File: config.mk
export PLATFORM = sky130hd
export DESIGN_NAME = preemptive_priority_scheduler_flat
export DESIGN_NICKNAME = d
export VERILOG_FILES = /design/src/rtl/core/psch_pkg.sv /design/src/rtl/core/psch_if.sv /design/src/rtl/core/preemptive_priority_scheduler.sv /design/src/rtl/core/psch_ctrl.sv /design/src/rtl/core/psch_dp.sv /design/src/flat_wrapper.sv
export SDC_FILE = /design/constraint.sdc
export NUM_CORES = 2
export LEC_CHECK = 0
export BUFFER_PORTS_ARGS = -buffer_cell sky130_fd_sc_hd__buf_4
export CAP_MARGIN = 20
export CORE_ASPECT_RATIO = 1.75
export CORE_MARGIN = 1.5
export CORE_UTILIZATION = 55
export CTS_CLUSTER_DIAMETER = 80
export DETAILED_ROUTE_END_ITERATION = 10
export GPL_TIMING_DRIVEN = 0
export PLACE_DENSITY = 0.72
export SLEW_MARGIN = 20
export SYNTH_ARGS = -nofsm -noshare
export SYNTH_HDL_FRONTEND = slang
export SYNTH_SLANG_ARGS = --single-unit
File: constraint.sdc
create_clock -name clk -period 10.52 [get_ports clk]
set_input_delay 2.104 -clock clk [delete_from_list [all_inputs] [get_ports clk]]
set_output_delay 2.104 -clock clk [all_outputs]
set_load 0.03 [all_outputs]
File: src/rtl/core/psch_pkg.sv
// Shared types and constants for the preemptive priority scheduler.
// Used by the channel interfaces, the controller, the datapath and the top level.
package psch_pkg;

    localparam int MAX_TASKS = 16;
    localparam int IDX_W     = (MAX_TASKS > 1) ? $clog2(MAX_TASKS) : 1;
    localparam int CNT_W     = $clog2(MAX_TASKS + 1);

    localparam int ID_W   = 8;
    localparam int TIME_W = 32;
    localparam int BURST_W = 16;
    localparam int PRIO_W = 8;

    // request codes carried in req_type
    localparam logic REQ_LOAD = 1'b0;
    localparam logic REQ_TICK = 1'b1;

    typedef enum logic [1:0] {
        ST_IDLE,
        ST_SCAN,
        ST_COMMIT
    } psch_state_t;

    typedef struct packed {
        logic load;    // write the request beat into the next free slot
        logic start;   // tick accepted: clear the best-so-far
        logic step;    // examine the slot under the scan index
        logic commit;  // run the chosen task and register the result
    } psch_cmd_t;

    typedef struct packed {
        logic scan_last;    // scan index sits on the last loaded slot
        logic table_empty;  // nothing loaded
        logic out_free;     // result register can take a beat this cycle
    } psch_sts_t;

endpackage

File: src/rtl/core/psch_if.sv
// Request and result channel interfaces (valid/ready) for the scheduler.
// Depends on psch_pkg for field widths.
interface psch_req_if;
    logic                         valid;
    logic                         ready;
    logic                         req_type;
    logic [psch_pkg::ID_W-1:0]    task_id;
    logic [psch_pkg::TIME_W-1:0]  arrival_tick;
    logic [psch_pkg::BURST_W-1:0] burst_ticks;
    logic [psch_pkg::PRIO_W-1:0]  prio_level;

    modport source (output valid, req_type, task_id, arrival_tick, burst_ticks, prio_level,
                    input ready);
    modport sink (input valid, req_type, task_id, arrival_tick, burst_ticks, prio_level,
                  output ready);
endinterface

interface psch_res_if;
    logic                        valid;
    logic                        ready;
    logic [psch_pkg::ID_W-1:0]   run_task_id;
    logic                        busy_res;
    logic                        segment_start;
    logic                        task_finished;
    logic [psch_pkg::TIME_W-1:0] turnaround_ticks;
    logic [psch_pkg::TIME_W-1:0] waiting_ticks;
    logic                        all_done;
    logic [psch_pkg::TIME_W-1:0] tick_now;

    modport source (output valid, run_task_id, busy_res, segment_start, task_finished,
                    turnaround_ticks, waiting_ticks, all_done, tick_now,
                    input ready);
    modport sink (input valid, run_task_id, busy_res, segment_start, task_finished,
                  turnaround_ticks, waiting_ticks, all_done, tick_now,
                  output ready);
endinterface

File: src/rtl/core/preemptive_priority_scheduler.sv
// Preemptive priority scheduler top level: controller plus datapath.
// Load beat: written into the next free slot unless the table is full, no result. Tick beat:
// one table slot examined per cycle (no scan on an empty table), then a commit state that waits
// until the result register is free; the result is registered at commit, then back to idle.
// The next beat is taken once the result is registered, even if it waits downstream.
// rst_n (async, active low) empties the table and zeroes time; slot data is not cleared.
module preemptive_priority_scheduler (
    input logic      clk,
    input logic      rst_n,
    psch_req_if.sink task_req,
    psch_res_if.source sched_res
);

    psch_pkg::psch_cmd_t cmd;
    psch_pkg::psch_sts_t sts;

    psch_ctrl u_ctrl (
        .clk      (clk),
        .rst_n    (rst_n),
        .in_valid (task_req.valid),
        .req_type (task_req.req_type),
        .in_ready (task_req.ready),
        .sts      (sts),
        .cmd      (cmd)
    );

    psch_dp u_dp (
        .clk              (clk),
        .rst_n            (rst_n),
        .cmd              (cmd),
        .sts              (sts),
        .task_id          (task_req.task_id),
        .arrival_tick     (task_req.arrival_tick),
        .burst_ticks      (task_req.burst_ticks),
        .prio_level       (task_req.prio_level),
        .out_ready        (sched_res.ready),
        .out_valid        (sched_res.valid),
        .run_task_id      (sched_res.run_task_id),
        .busy_res         (sched_res.busy_res),
        .segment_start    (sched_res.segment_start),
        .task_finished    (sched_res.task_finished),
        .turnaround_ticks (sched_res.turnaround_ticks),
        .waiting_ticks    (sched_res.waiting_ticks),
        .all_done         (sched_res.all_done),
        .tick_now         (sched_res.tick_now)
    );

endmodule

File: src/rtl/core/psch_ctrl.sv
// Scheduler controller: idle / scan / commit sequencing.
// Depends on psch_pkg for the state type and command/status structs.
module psch_ctrl (
    input  logic                clk,
    input  logic                rst_n,
    input  logic                in_valid,
    input  logic                req_type,
    output logic                in_ready,
    input  psch_pkg::psch_sts_t sts,
    output psch_pkg::psch_cmd_t cmd
);

    psch_pkg::psch_state_t state_reg;
    psch_pkg::psch_state_t state_next;
    logic                  accept;

    assign accept = in_valid && in_ready;

    always_ff @(posedge clk or negedge rst_n)
    begin
        if (!rst_n)
        begin
            state_reg <= psch_pkg::ST_IDLE;
        end
        else
        begin
            state_reg <= state_next;
        end
    end

    always_comb
    begin
        state_next = state_reg;
        case (state_reg)
            psch_pkg::ST_IDLE:
            begin
                if (accept && req_type == psch_pkg::REQ_TICK)
                begin
                    state_next = sts.table_empty ? psch_pkg::ST_COMMIT : psch_pkg::ST_SCAN;
                end
            end
            psch_pkg::ST_SCAN:
            begin
                if (sts.scan_last)
                begin
                    state_next = psch_pkg::ST_COMMIT;
                end
            end
            psch_pkg::ST_COMMIT:
            begin
                if (sts.out_free)
                begin
                    state_next = psch_pkg::ST_IDLE;
                end
            end
            default:
            begin
                state_next = psch_pkg::ST_IDLE;
            end
        endcase
    end

    always_comb
    begin
        in_ready   = (state_reg == psch_pkg::ST_IDLE);
        cmd.load   = accept && (req_type == psch_pkg::REQ_LOAD);
        cmd.start  = accept && (req_type == psch_pkg::REQ_TICK);
        cmd.step   = (state_reg == psch_pkg::ST_SCAN);
        cmd.commit = (state_reg == psch_pkg::ST_COMMIT) && sts.out_free;
    end

endmodule

File: src/rtl/core/psch_dp.sv
// Scheduler datapath: task table, scan comparator, timekeeping and result register.
// Depends on psch_pkg; driven by psch_ctrl through command/status structs.
module psch_dp (
    input  logic                         clk,
    input  logic                         rst_n,
    input  psch_pkg::psch_cmd_t          cmd,
    output psch_pkg::psch_sts_t          sts,
    input  logic [psch_pkg::ID_W-1:0]    task_id,
    input  logic [psch_pkg::TIME_W-1:0]  arrival_tick,
    input  logic [psch_pkg::BURST_W-1:0] burst_ticks,
    input  logic [psch_pkg::PRIO_W-1:0]  prio_level,
    input  logic                         out_ready,
    output logic                         out_valid,
    output logic [psch_pkg::ID_W-1:0]    run_task_id,
    output logic                         busy_res,
    output logic                         segment_start,
    output logic                         task_finished,
    output logic [psch_pkg::TIME_W-1:0]  turnaround_ticks,
    output logic [psch_pkg::TIME_W-1:0]  waiting_ticks,
    output logic                         all_done,
    output logic [psch_pkg::TIME_W-1:0]  tick_now
);

    localparam int N  = psch_pkg::MAX_TASKS;
    localparam int IW = psch_pkg::IDX_W;
    localparam int CW = psch_pkg::CNT_W;
    localparam int TW = psch_pkg::TIME_W;
    localparam int BW = psch_pkg::BURST_W;

    // task table
    logic [psch_pkg::ID_W-1:0]   id_reg    [N];
    logic [TW-1:0]               arr_reg   [N];
    logic [BW-1:0]               burst_reg [N];
    logic [BW-1:0]               rem_reg   [N];
    logic [psch_pkg::PRIO_W-1:0] prio_reg  [N];
    logic [N-1:0]                done_reg;

    logic [CW-1:0] count_reg;
    logic [CW-1:0] done_cnt_reg;
    logic [TW-1:0] time_reg;
    logic [IW-1:0] cur_slot_reg;
    logic          cur_valid_reg;
    logic [IW-1:0] idx_reg;

    // best candidate seen so far in this scan
    logic                        found_reg;
    logic [IW-1:0]               best_slot_reg;
    logic [psch_pkg::PRIO_W-1:0] best_prio_reg;
    logic [BW-1:0]               best_rem_reg;
    logic [psch_pkg::ID_W-1:0]   best_id_reg;
    logic [TW-1:0]               best_arr_reg;
    logic [BW-1:0]               best_burst_reg;

    logic          out_valid_reg;
    logic          table_full;
    logic [IW-1:0] load_slot;
    logic          eligible;
    logic          beats;
    logic          finish;
    logic [TW-1:0] tat;
    logic [TW-1:0] wait_t;
    logic [CW-1:0] done_cnt_next;
    logic [CW-1:0] last_slot;

    assign table_full = (count_reg == CW'(N));
    assign load_slot  = count_reg[IW-1:0];
    assign last_slot  = count_reg - CW'(1);

    assign sts.scan_last   = ({{(CW-IW){1'b0}}, idx_reg} == last_slot);
    assign sts.table_empty = (count_reg == '0);
    assign sts.out_free    = !out_valid_reg || out_ready;

    assign eligible = !done_reg[idx_reg] && (arr_reg[idx_reg] <= time_reg);
    // strict compares keep the lower slot on a full tie
    assign beats = !found_reg
                || (prio_reg[idx_reg] < best_prio_reg)
                || ((prio_reg[idx_reg] == best_prio_reg) && (rem_reg[idx_reg] < best_rem_reg));

    assign finish        = found_reg && (best_rem_reg <= BW'(1));
    assign tat           = time_reg + TW'(1) - best_arr_reg;
    assign wait_t        = tat - {{(TW-BW){1'b0}}, best_burst_reg};
    assign done_cnt_next = done_cnt_reg + CW'(finish);

    // table payload, no reset
    always_ff @(posedge clk)
    begin
        if (cmd.load && !table_full)
        begin
            id_reg[load_slot]    <= task_id;
            arr_reg[load_slot]   <= arrival_tick;
            burst_reg[load_slot] <= burst_ticks;
            rem_reg[load_slot]   <= burst_ticks;
            prio_reg[load_slot]  <= prio_level;
        end
        else if (cmd.commit && found_reg)
        begin
            rem_reg[best_slot_reg] <= finish ? '0 : best_rem_reg - BW'(1);
        end
    end

    always_ff @(posedge clk)
    begin
        if (cmd.step && eligible && beats)
        begin
            best_slot_reg  <= idx_reg;
            best_prio_reg  <= prio_reg[idx_reg];
            best_rem_reg   <= rem_reg[idx_reg];
            best_id_reg    <= id_reg[idx_reg];
            best_arr_reg   <= arr_reg[idx_reg];
            best_burst_reg <= burst_reg[idx_reg];
        end
        if (cmd.commit)
        begin
            run_task_id      <= found_reg ? best_id_reg : '0;
            busy_res         <= found_reg;
            segment_start    <= found_reg && (!cur_valid_reg || cur_slot_reg != best_slot_reg);
            task_finished    <= finish;
            turnaround_ticks <= finish ? tat : '0;
            waiting_ticks    <= finish ? wait_t : '0;
            all_done         <= (done_cnt_next == count_reg);
            tick_now         <= time_reg;
        end
    end

    always_ff @(posedge clk or negedge rst_n)
    begin
        if (!rst_n)
        begin
            done_reg      <= '0;
            count_reg     <= '0;
            done_cnt_reg  <= '0;
            time_reg      <= '0;
            cur_slot_reg  <= '0;
            cur_valid_reg <= 1'b0;
            idx_reg       <= '0;
            found_reg     <= 1'b0;
            out_valid_reg <= 1'b0;
        end
        else
        begin
            if (cmd.load && !table_full)
            begin
                done_reg[load_slot] <= 1'b0;
                count_reg           <= count_reg + CW'(1);
            end

            if (cmd.start)
            begin
                idx_reg   <= '0;
                found_reg <= 1'b0;
            end
            else if (cmd.step)
            begin
                idx_reg <= idx_reg + IW'(1);
                if (eligible)
                begin
                    found_reg <= 1'b1;
                end
            end

            if (cmd.commit)
            begin
                time_reg     <= time_reg + TW'(1);
                done_cnt_reg <= done_cnt_next;
                if (found_reg)
                begin
                    cur_slot_reg  <= best_slot_reg;
                    cur_valid_reg <= !finish;
                    if (finish)
                    begin
                        done_reg[best_slot_reg] <= 1'b1;
                    end
                end
            end

            if (cmd.commit)
            begin
                out_valid_reg <= 1'b1;
            end
            else if (out_ready)
            begin
                out_valid_reg <= 1'b0;
            end
        end
    end

    assign out_valid = out_valid_reg;

endmodule
File: src/flat_wrapper.sv
// flat-port wrapper written by rule: the top's interface ports become plain ports
module preemptive_priority_scheduler_flat 
  (clk, rst_n, task_req_valid, task_req_req_type, task_req_task_id, task_req_arrival_tick, task_req_burst_ticks, task_req_prio_level, task_req_ready, sched_res_valid, sched_res_run_task_id, sched_res_busy_res, sched_res_segment_start, sched_res_task_finished, sched_res_turnaround_ticks, sched_res_waiting_ticks, sched_res_all_done, sched_res_tick_now, sched_res_ready);
  psch_req_if task_req_i ();
  psch_res_if sched_res_i ();
  input logic clk;
  input logic rst_n;
  input wire logic [$bits(task_req_i.valid)-1:0] task_req_valid;
  input wire logic [$bits(task_req_i.req_type)-1:0] task_req_req_type;
  input wire logic [$bits(task_req_i.task_id)-1:0] task_req_task_id;
  input wire logic [$bits(task_req_i.arrival_tick)-1:0] task_req_arrival_tick;
  input wire logic [$bits(task_req_i.burst_ticks)-1:0] task_req_burst_ticks;
  input wire logic [$bits(task_req_i.prio_level)-1:0] task_req_prio_level;
  output wire logic [$bits(task_req_i.ready)-1:0] task_req_ready;
  output wire logic [$bits(sched_res_i.valid)-1:0] sched_res_valid;
  output wire logic [$bits(sched_res_i.run_task_id)-1:0] sched_res_run_task_id;
  output wire logic [$bits(sched_res_i.busy_res)-1:0] sched_res_busy_res;
  output wire logic [$bits(sched_res_i.segment_start)-1:0] sched_res_segment_start;
  output wire logic [$bits(sched_res_i.task_finished)-1:0] sched_res_task_finished;
  output wire logic [$bits(sched_res_i.turnaround_ticks)-1:0] sched_res_turnaround_ticks;
  output wire logic [$bits(sched_res_i.waiting_ticks)-1:0] sched_res_waiting_ticks;
  output wire logic [$bits(sched_res_i.all_done)-1:0] sched_res_all_done;
  output wire logic [$bits(sched_res_i.tick_now)-1:0] sched_res_tick_now;
  input wire logic [$bits(sched_res_i.ready)-1:0] sched_res_ready;
  assign task_req_i.valid = task_req_valid;
  assign task_req_i.req_type = task_req_req_type;
  assign task_req_i.task_id = task_req_task_id;
  assign task_req_i.arrival_tick = task_req_arrival_tick;
  assign task_req_i.burst_ticks = task_req_burst_ticks;
  assign task_req_i.prio_level = task_req_prio_level;
  assign task_req_ready = task_req_i.ready;
  assign sched_res_valid = sched_res_i.valid;
  assign sched_res_run_task_id = sched_res_i.run_task_id;
  assign sched_res_busy_res = sched_res_i.busy_res;
  assign sched_res_segment_start = sched_res_i.segment_start;
  assign sched_res_task_finished = sched_res_i.task_finished;
  assign sched_res_turnaround_ticks = sched_res_i.turnaround_ticks;
  assign sched_res_waiting_ticks = sched_res_i.waiting_ticks;
  assign sched_res_all_done = sched_res_i.all_done;
  assign sched_res_tick_now = sched_res_i.tick_now;
  assign sched_res_i.ready = sched_res_ready;
  preemptive_priority_scheduler u_core (.clk(clk), .rst_n(rst_n), .task_req(task_req_i), .sched_res(sched_res_i));
endmodule
; Word level (Yosys, flattened, before mapping)
; Memories as Yosys holds them, arrays and structs flattened. A register that Yosys moved wholly into a read port is not among the register bits.
; Cells that the tools add are included.
[word_totals]
ff_bits = 239
mem_bits_rw = 1280
input_bits = 69
out_inout_bits = 110
wordCells = 122
mem_count = 5
[op_classes]
addsub = 8
n_lt_le_gt_ge = 9
n_eq_ne = 10
muxes = 31
bitwise_logic = 4
n_reduce_logical = 33
[memory_table]
columns = memory, depth, word_bits, read_ports, rd_ports_with_merged_regs, wr, line
row1 = u_core.u_dp.arr_reg, 16, 32, 1, 0, 1, psch_dp.sv:32  ; logic [TW-1:0] arr_reg [N];
row2 = u_core.u_dp.burst_reg, 16, 16, 1, 1, 1, psch_dp.sv:33  ; logic [BW-1:0] burst_reg [N];
row3 = u_core.u_dp.rem_reg, 16, 16, 1, 0, 1, psch_dp.sv:34  ; logic [BW-1:0] rem_reg [N];
row4 = u_core.u_dp.id_reg, 16, 8, 1, 1, 1, psch_dp.sv:31  ; logic [psch_pkg::ID_W-1:0] id_reg [N];
row5 = u_core.u_dp.prio_reg, 16, 8, 1, 0, 1, psch_dp.sv:35  ; logic [psch_pkg::PRIO_W-1:0] prio_reg [N];
[ops]
columns = operator, count
row1 = two-way mux 16 bit, 6
row2 = adder 32 x 1 -> 32 bit (second input constant), 1
row3 = less-or-equal comparator 32 bit, 1
row4 = subtractor 32 x 16 -> 32 bit, 1
row5 = subtractor 32 bit, 1
row6 = bitwise AND 16 bit, 1
row7 = less-or-equal comparator 16 x 1 -> 1 bit (second input constant), 1
row8 = < comparator 16 bit, 1
row9 = NOT 16 bit, 1
row10 = OR 16 bit, 1
row11 = OR reduction 16 bit, 1
row12 = subtractor 16 x 1 -> 16 bit (second input constant), 1
row13 = < comparator 4 x 5 -> 1 bit (second input constant), 3
row14 = logical AND 1 bit, 14
row15 = two-way mux 1 bit, 14
row16 = two-way mux 4 bit, 3
row17 = demux 1 bit (select 4 bit), 2
row18 = == test 8 bit, 1
row19 = greater-or-equal comparator 4 x 1 -> 1 bit (second input constant), 2
row20 = < comparator 8 bit, 1
row21 = two-way mux 2 bit, 4
row22 = logical NOT 1 bit, 6
row23 = case mux 2 bit (3 select lines), 1
row24 = nonzero test 2 bit, 3
row25 = 19 further kinds, 24

; Logic depth before layout (Yosys ltp)
[depth]
depth_word = 11
ltp_mapped = 23
ltp_nobuf = 21

; Cells and area by module
; Synthesis repeated with hierarchy kept, for this count alone.
[hier_totals]
cells_unflattened = 3239
hier_area_um2 = 63135.6
[modules_own_cells]
columns = module, instances, cells_per_inst, area_per_inst_um2, seq_area_each_um2
row1 = psch_dp, 1, 3226, 63004.2, 45929.0
row2 = psch_ctrl, 1, 13, 131.4, 50.0

; Worst setup path before layout
; Ideal clock, no wire load.
[synth_timing]
path_type = reg-to-reg
startpoint = register u_core.u_dp.idx_reg[0]
endpoint = register u_core.u_dp.best_arr_reg[0], read port of u_core.u_dp.arr_reg (enable)
setup_time_ps = 554
arrival_ps = 8430
required_ps = 9966
path_slack_ps = 1536
path_stages_with_launch = 17
n_path_buf = 3
period_less_slack_ps = 8984
path_cell_list = dfrtp_1 buf_1 clkbuf_1 buf_1 mux4_2 mux4_2 ha_1 nor2b_1 o21a_1 o21a_1 o21a_1 o21a_1 o211ai_1 a21oi_1 nor4_1 o21ai_0 a21oi_1
[synth_via]
elab_chain_cells = 6
elab_cells_between_ends = 16
classes_between = order compare (3) / eq/ne (1) / mux (2) / reduce/logical (7) / memory (3)
[synth_lines]
columns = element, line
row1 = start: declaration, psch_dp.sv:43  ; logic [IW-1:0] idx_reg;
row2 = start signal: assignment, psch_dp.sv:154  ; idx_reg <= idx_reg + IW'(1);
row3 = "parallel branches: the longest is 5 deep, another holds memory (16 x 32 bit)", --
row4 = logical AND 1 bit (*), psch_dp.sv:103  ; if (cmd.step && eligible && beats)
row5 = end: declaration, psch_dp.sv:51  ; logic [TW-1:0] best_arr_reg;
; Mark *: on every way between the ends. The select of a mux whose other input is x is not followed.
; A chain may end at the register's enable or synchronous reset.

; Worst setup path in the final report
[layout_timing]
startpoint = register u_core.u_dp.idx_reg[0]
endpoint = register u_core.u_dp.best_burst_reg[14], read port of u_core.u_dp.burst_reg (enable)
[layout_via]
elab_chain_cells = 6
elab_cells_between_ends = 16
classes_between = order compare (3) / eq/ne (1) / mux (2) / reduce/logical (7) / memory (3)
[layout_lines]
columns = element, line
row1 = "parallel branches: the longest is 6 deep, another holds memory (16 x 32 bit)", --
row2 = end: declaration, psch_dp.sv:52  ; logic [BW-1:0] best_burst_reg;
; Parallel ways; which one is timed is not known. The select of a mux whose other input is x is not followed.

==> impl_metrics.ini <==
[synthesis]
ys_ff_latch = 1543
synthesis.area_um2 = 62900
synth_cell_types = 70
synthFlopType = edfxtp_1
synth_edf_count = 1472
synth_warnings = 0
syn_area_per_cell_um2 = 19.5
syn_inst = 3224
async_flop_share_pct = 4.60
yosysSeqAreaShare_pct = 73.1
synth_nets = 3407

[cells_and_area]
area_delta_synth_final_pct = 15.6
largest_register_ff_count = 512
nNetsFinal = 3813
design_area_um2 = 72700
drive_above_1_share_pct = 26.0
fillers = 7578
utilization_pct = 63.9

[cts]
hold_buffers = 0
h-tree-depth = 4
clockBufferDepth = 3
cts_buffers = 133
postCtsResizedCells = 0
cts.sinks = 1543
cts-root-buf = clkbuf_16
postCtsSetupBuffers = 0
cts_tree = yes
worstSkewPairLatency_ns = 0.78
clk_pin_slew_ns = 0.07

[critical_path]
critical_path_class = reg2reg
critical_path.max_stage_delay_ns = 0.80
start_kind = register
setup.worst_path.end_class = register
rr_worst_depth = 15
required_ns = 10.98
crit_fanout = 21
cp_num_buf_inv = 5
crit_chain = buf_1, clkbuf_1, buf_1, mux4_2, mux4_2, ha_1, nand2_1, nor4_1, nand2_1, or3_1, nor3_1, o21ai_0, a21oi_4, buf_16, buf_16
worst-path-stages = 15
cpLargestDelayFamily = buffers and inverters
r2r_slack_ns = 2.52
worstPathArrival_ns = 8.46
crit_slowest_cell = buf_1

[place]
dp_hpwl_mm = 111
numPortBuffers = 178
dpl-instance-area_um2 = 68400
gp_congestion = 0.920

[detailed_routing]
drt_iter0_drc = 3750
drtAntennaViolNets = 0
drc = 0
routed_wl_mm = 162
vias_per_cell = 6.31
vias = 32920
dr.pass1.iters = 6
wl_per_cell_um = 31.1

[worst_hold_path]
min_path_type = reg2reg
hold_path_depth = 0

[sta]
rsz0062_at_grt = false
setup_viol = 0
maxSlewViolCount = 0
tns_ns = 0
fin_skew_ns = 0.0341
period_minus_slack_ns = 8.00
fmax_mhz = 125
fin_crit_sh_pct = 76.0
worst_pin_slew_ns = 1.17
hold_viol = 0
slew_headroom_pct = 21.8

[pwr]
power_frac_clock_pct = 26.6
switchingPower_mw = 5.91
peakVddDrop_v = 0.000168
total_power_mw = 18.4
power_frac_comb_pct = 32.6
p_int_mw = 12.5
p_leak_nw = 23.8
p_seq_share_pct = 40.8
switching_share_pct = 32.1
powerDensity_nw_per_um2 = 253

[grt]
grt_use_total_pct = 28.5
grt_max_degree = 72
grt_pass1_vias = 33763
grt-ovfl-total = 0
grt_first_pass_wirelength_mm = 232
antenna_found_initial = 9

[floorplan]
die_h_um = 450
initial_core_util_pct = 55.2
fp.dieW_um = 259
rows = 164
core_um2 = 114000
io_pins = 179
die_area_um2 = 117000

[run]
max-cap-violations = 0

[outcome]
status = complete, no violations
[per-stage QoR]
stage	hold slack, ns	cells	setup WS, ns
CTS	0.466	5217	2.22
finish	0.458	5221	2.52
detailed placement	0.439	4987	2.26
floorplan	0.423	3224	1.54
global placement	0.430	4896	-4.49
global route	0.475	5221	2.22
[cell usage in the layout (no fill, tap or decap), types with 18 or more instances in the layout]
| master | count |
|---|---|
| mux4_2 | 405 |
| inv_1 | 119 |
| ha_1 | 112 |
| buf_2 | 19 |
| and2_1 | 36 |
| nand2_1 | 127 |
| clkbuf_16 | 137 |
| nor2_1 | 104 |
| nor2_4 | 31 |
| and3_1 | 18 |
| a21oi_1 | 68 |
| nor3_1 | 35 |
| buf_1 | 18 |
| edfxtp_1 | 1472 |
| xor2_1 | 34 |
| o21ai_0 | 77 |
| clkinv_1 | 18 |
| buf_4 | 184 |
| nand3_1 | 36 |
| nand4_1 | 20 |
| xnor2_1 | 110 |
| a21o_1 | 24 |
| clkbuf_2 | 19 |
| dfrtp_1 | 71 |
| clkbuf_1 | 97 |
| buf_16 | 34 |
| buf_12 | 42 |
[cells by family (layout without fill, tap and decap cells)]
family / Yosys count / after routing / synth area share [%]
DFF: 1543 / 1543 / 73.1
and+or+nand+nor: 490 / 490 / 3.77
muxes: 409 / 409 / 14.6
AOI/OAI and AO/OA: 275 / 275 / 2.78
buffers and inverters: 249 / 750 / 1.50
xor gates and xnor gates: 144 / 144 / 2.00
adders and majority gates: 114 / 114 / 2.29
other: 0 / 2 / 0
[worst reg2reg max path: stages (launching register included)]
cell      delay (ns)
dfrtp_1         0.48
buf_1           0.64
clkbuf_1        0.76
buf_1           0.81
mux4_2          0.60
mux4_2          0.65
ha_1            0.38
nand2_1         0.07
nor4_1          0.48
nand2_1         0.23
or3_1           0.51
nor3_1          0.61
o21ai_0         0.48
a21oi_4         0.55
buf_16          0.24
buf_16          0.18
[worst paths after layout]
check,startpoint,endpoint
worst max register to register,u_core.u_dp.idx_reg[0],u_core.u_dp.best_burst_reg[14]
worst min register to register,u_core.u_dp.time_reg[28],u_core.u_dp.tick_now[28]
max in group asynchronous,rst_n,u_core.u_dp.done_reg[11]
min in group asynchronous,rst_n,u_core.u_dp.time_reg[1]
worst max-delay path,u_core.u_dp.idx_reg[0],u_core.u_dp.best_burst_reg[14]
worst min-delay path,u_core.u_dp.time_reg[28],u_core.u_dp.tick_now[28]
[cell usage after synthesis (18+ instances only)]
| library cell | n | share of area, % |
|---|---|---|
| a21o_1 | 24 | 0.29 |
| nor2_1 | 135 | 0.81 |
| buf_1 | 36 | 0.21 |
| ha_1 | 112 | 2.2 |
| nand3_1 | 36 | 0.29 |
| nand4_1 | 20 | 0.20 |
| dfrtp_1 | 71 | 2.8 |
| and2_1 | 36 | 0.36 |
| clkbuf_1 | 87 | 0.52 |
| mux4_2 | 405 | 14 |
| a21oi_1 | 69 | 0.55 |
| nand2_1 | 127 | 0.76 |
| xor2_1 | 34 | 0.47 |
| nor3_1 | 35 | 0.28 |
| and3_1 | 18 | 0.18 |
| inv_1 | 119 | 0.71 |
| edfxtp_1 | 1472 | 70 |
| xnor2_1 | 110 | 1.5 |
| o21ai_0 | 78 | 0.62 |
[power groups by stage]
stage                     clock network (mW)  logic [mW]  registers [mW]
final                                   4.90        6.00            7.51
after global routing                    5.16        6.36            7.54
after CTS                               4.94        6.01            7.51
after detailed placement                   0        5.96            7.64
after global placement                     0        5.65            7.73
after floorplan                            0        3.65            7.79
[cell type report]
cell class	count	area, um^2	area share [%]
Clock buffer	162	3550	4.88
Sequential cell	1543	46000	63.2
Antenna cell	2	5.00	0.00688
Inverter	119	447	0.614
Multi-Input combinational cell	1432	16300	22.5
Timing Repair Buffer	271	3280	4.51
Clock inverter	68	722	0.993
Tap cell	1494	1870	2.57
Buffer	130	537	0.738
[routing by layer]
| metal | GRT usage, % | part of all wire [%] |
|---|---|---|
| met5 | 0 | 0.035 |
| met4 | 16.4 | 6.4 |
| met3 | 4.61 | 6.3 |
| met2 | 51.4 | 54 |
| met1 | 31.7 | 33 |
(Power assumes the default switching activity.)
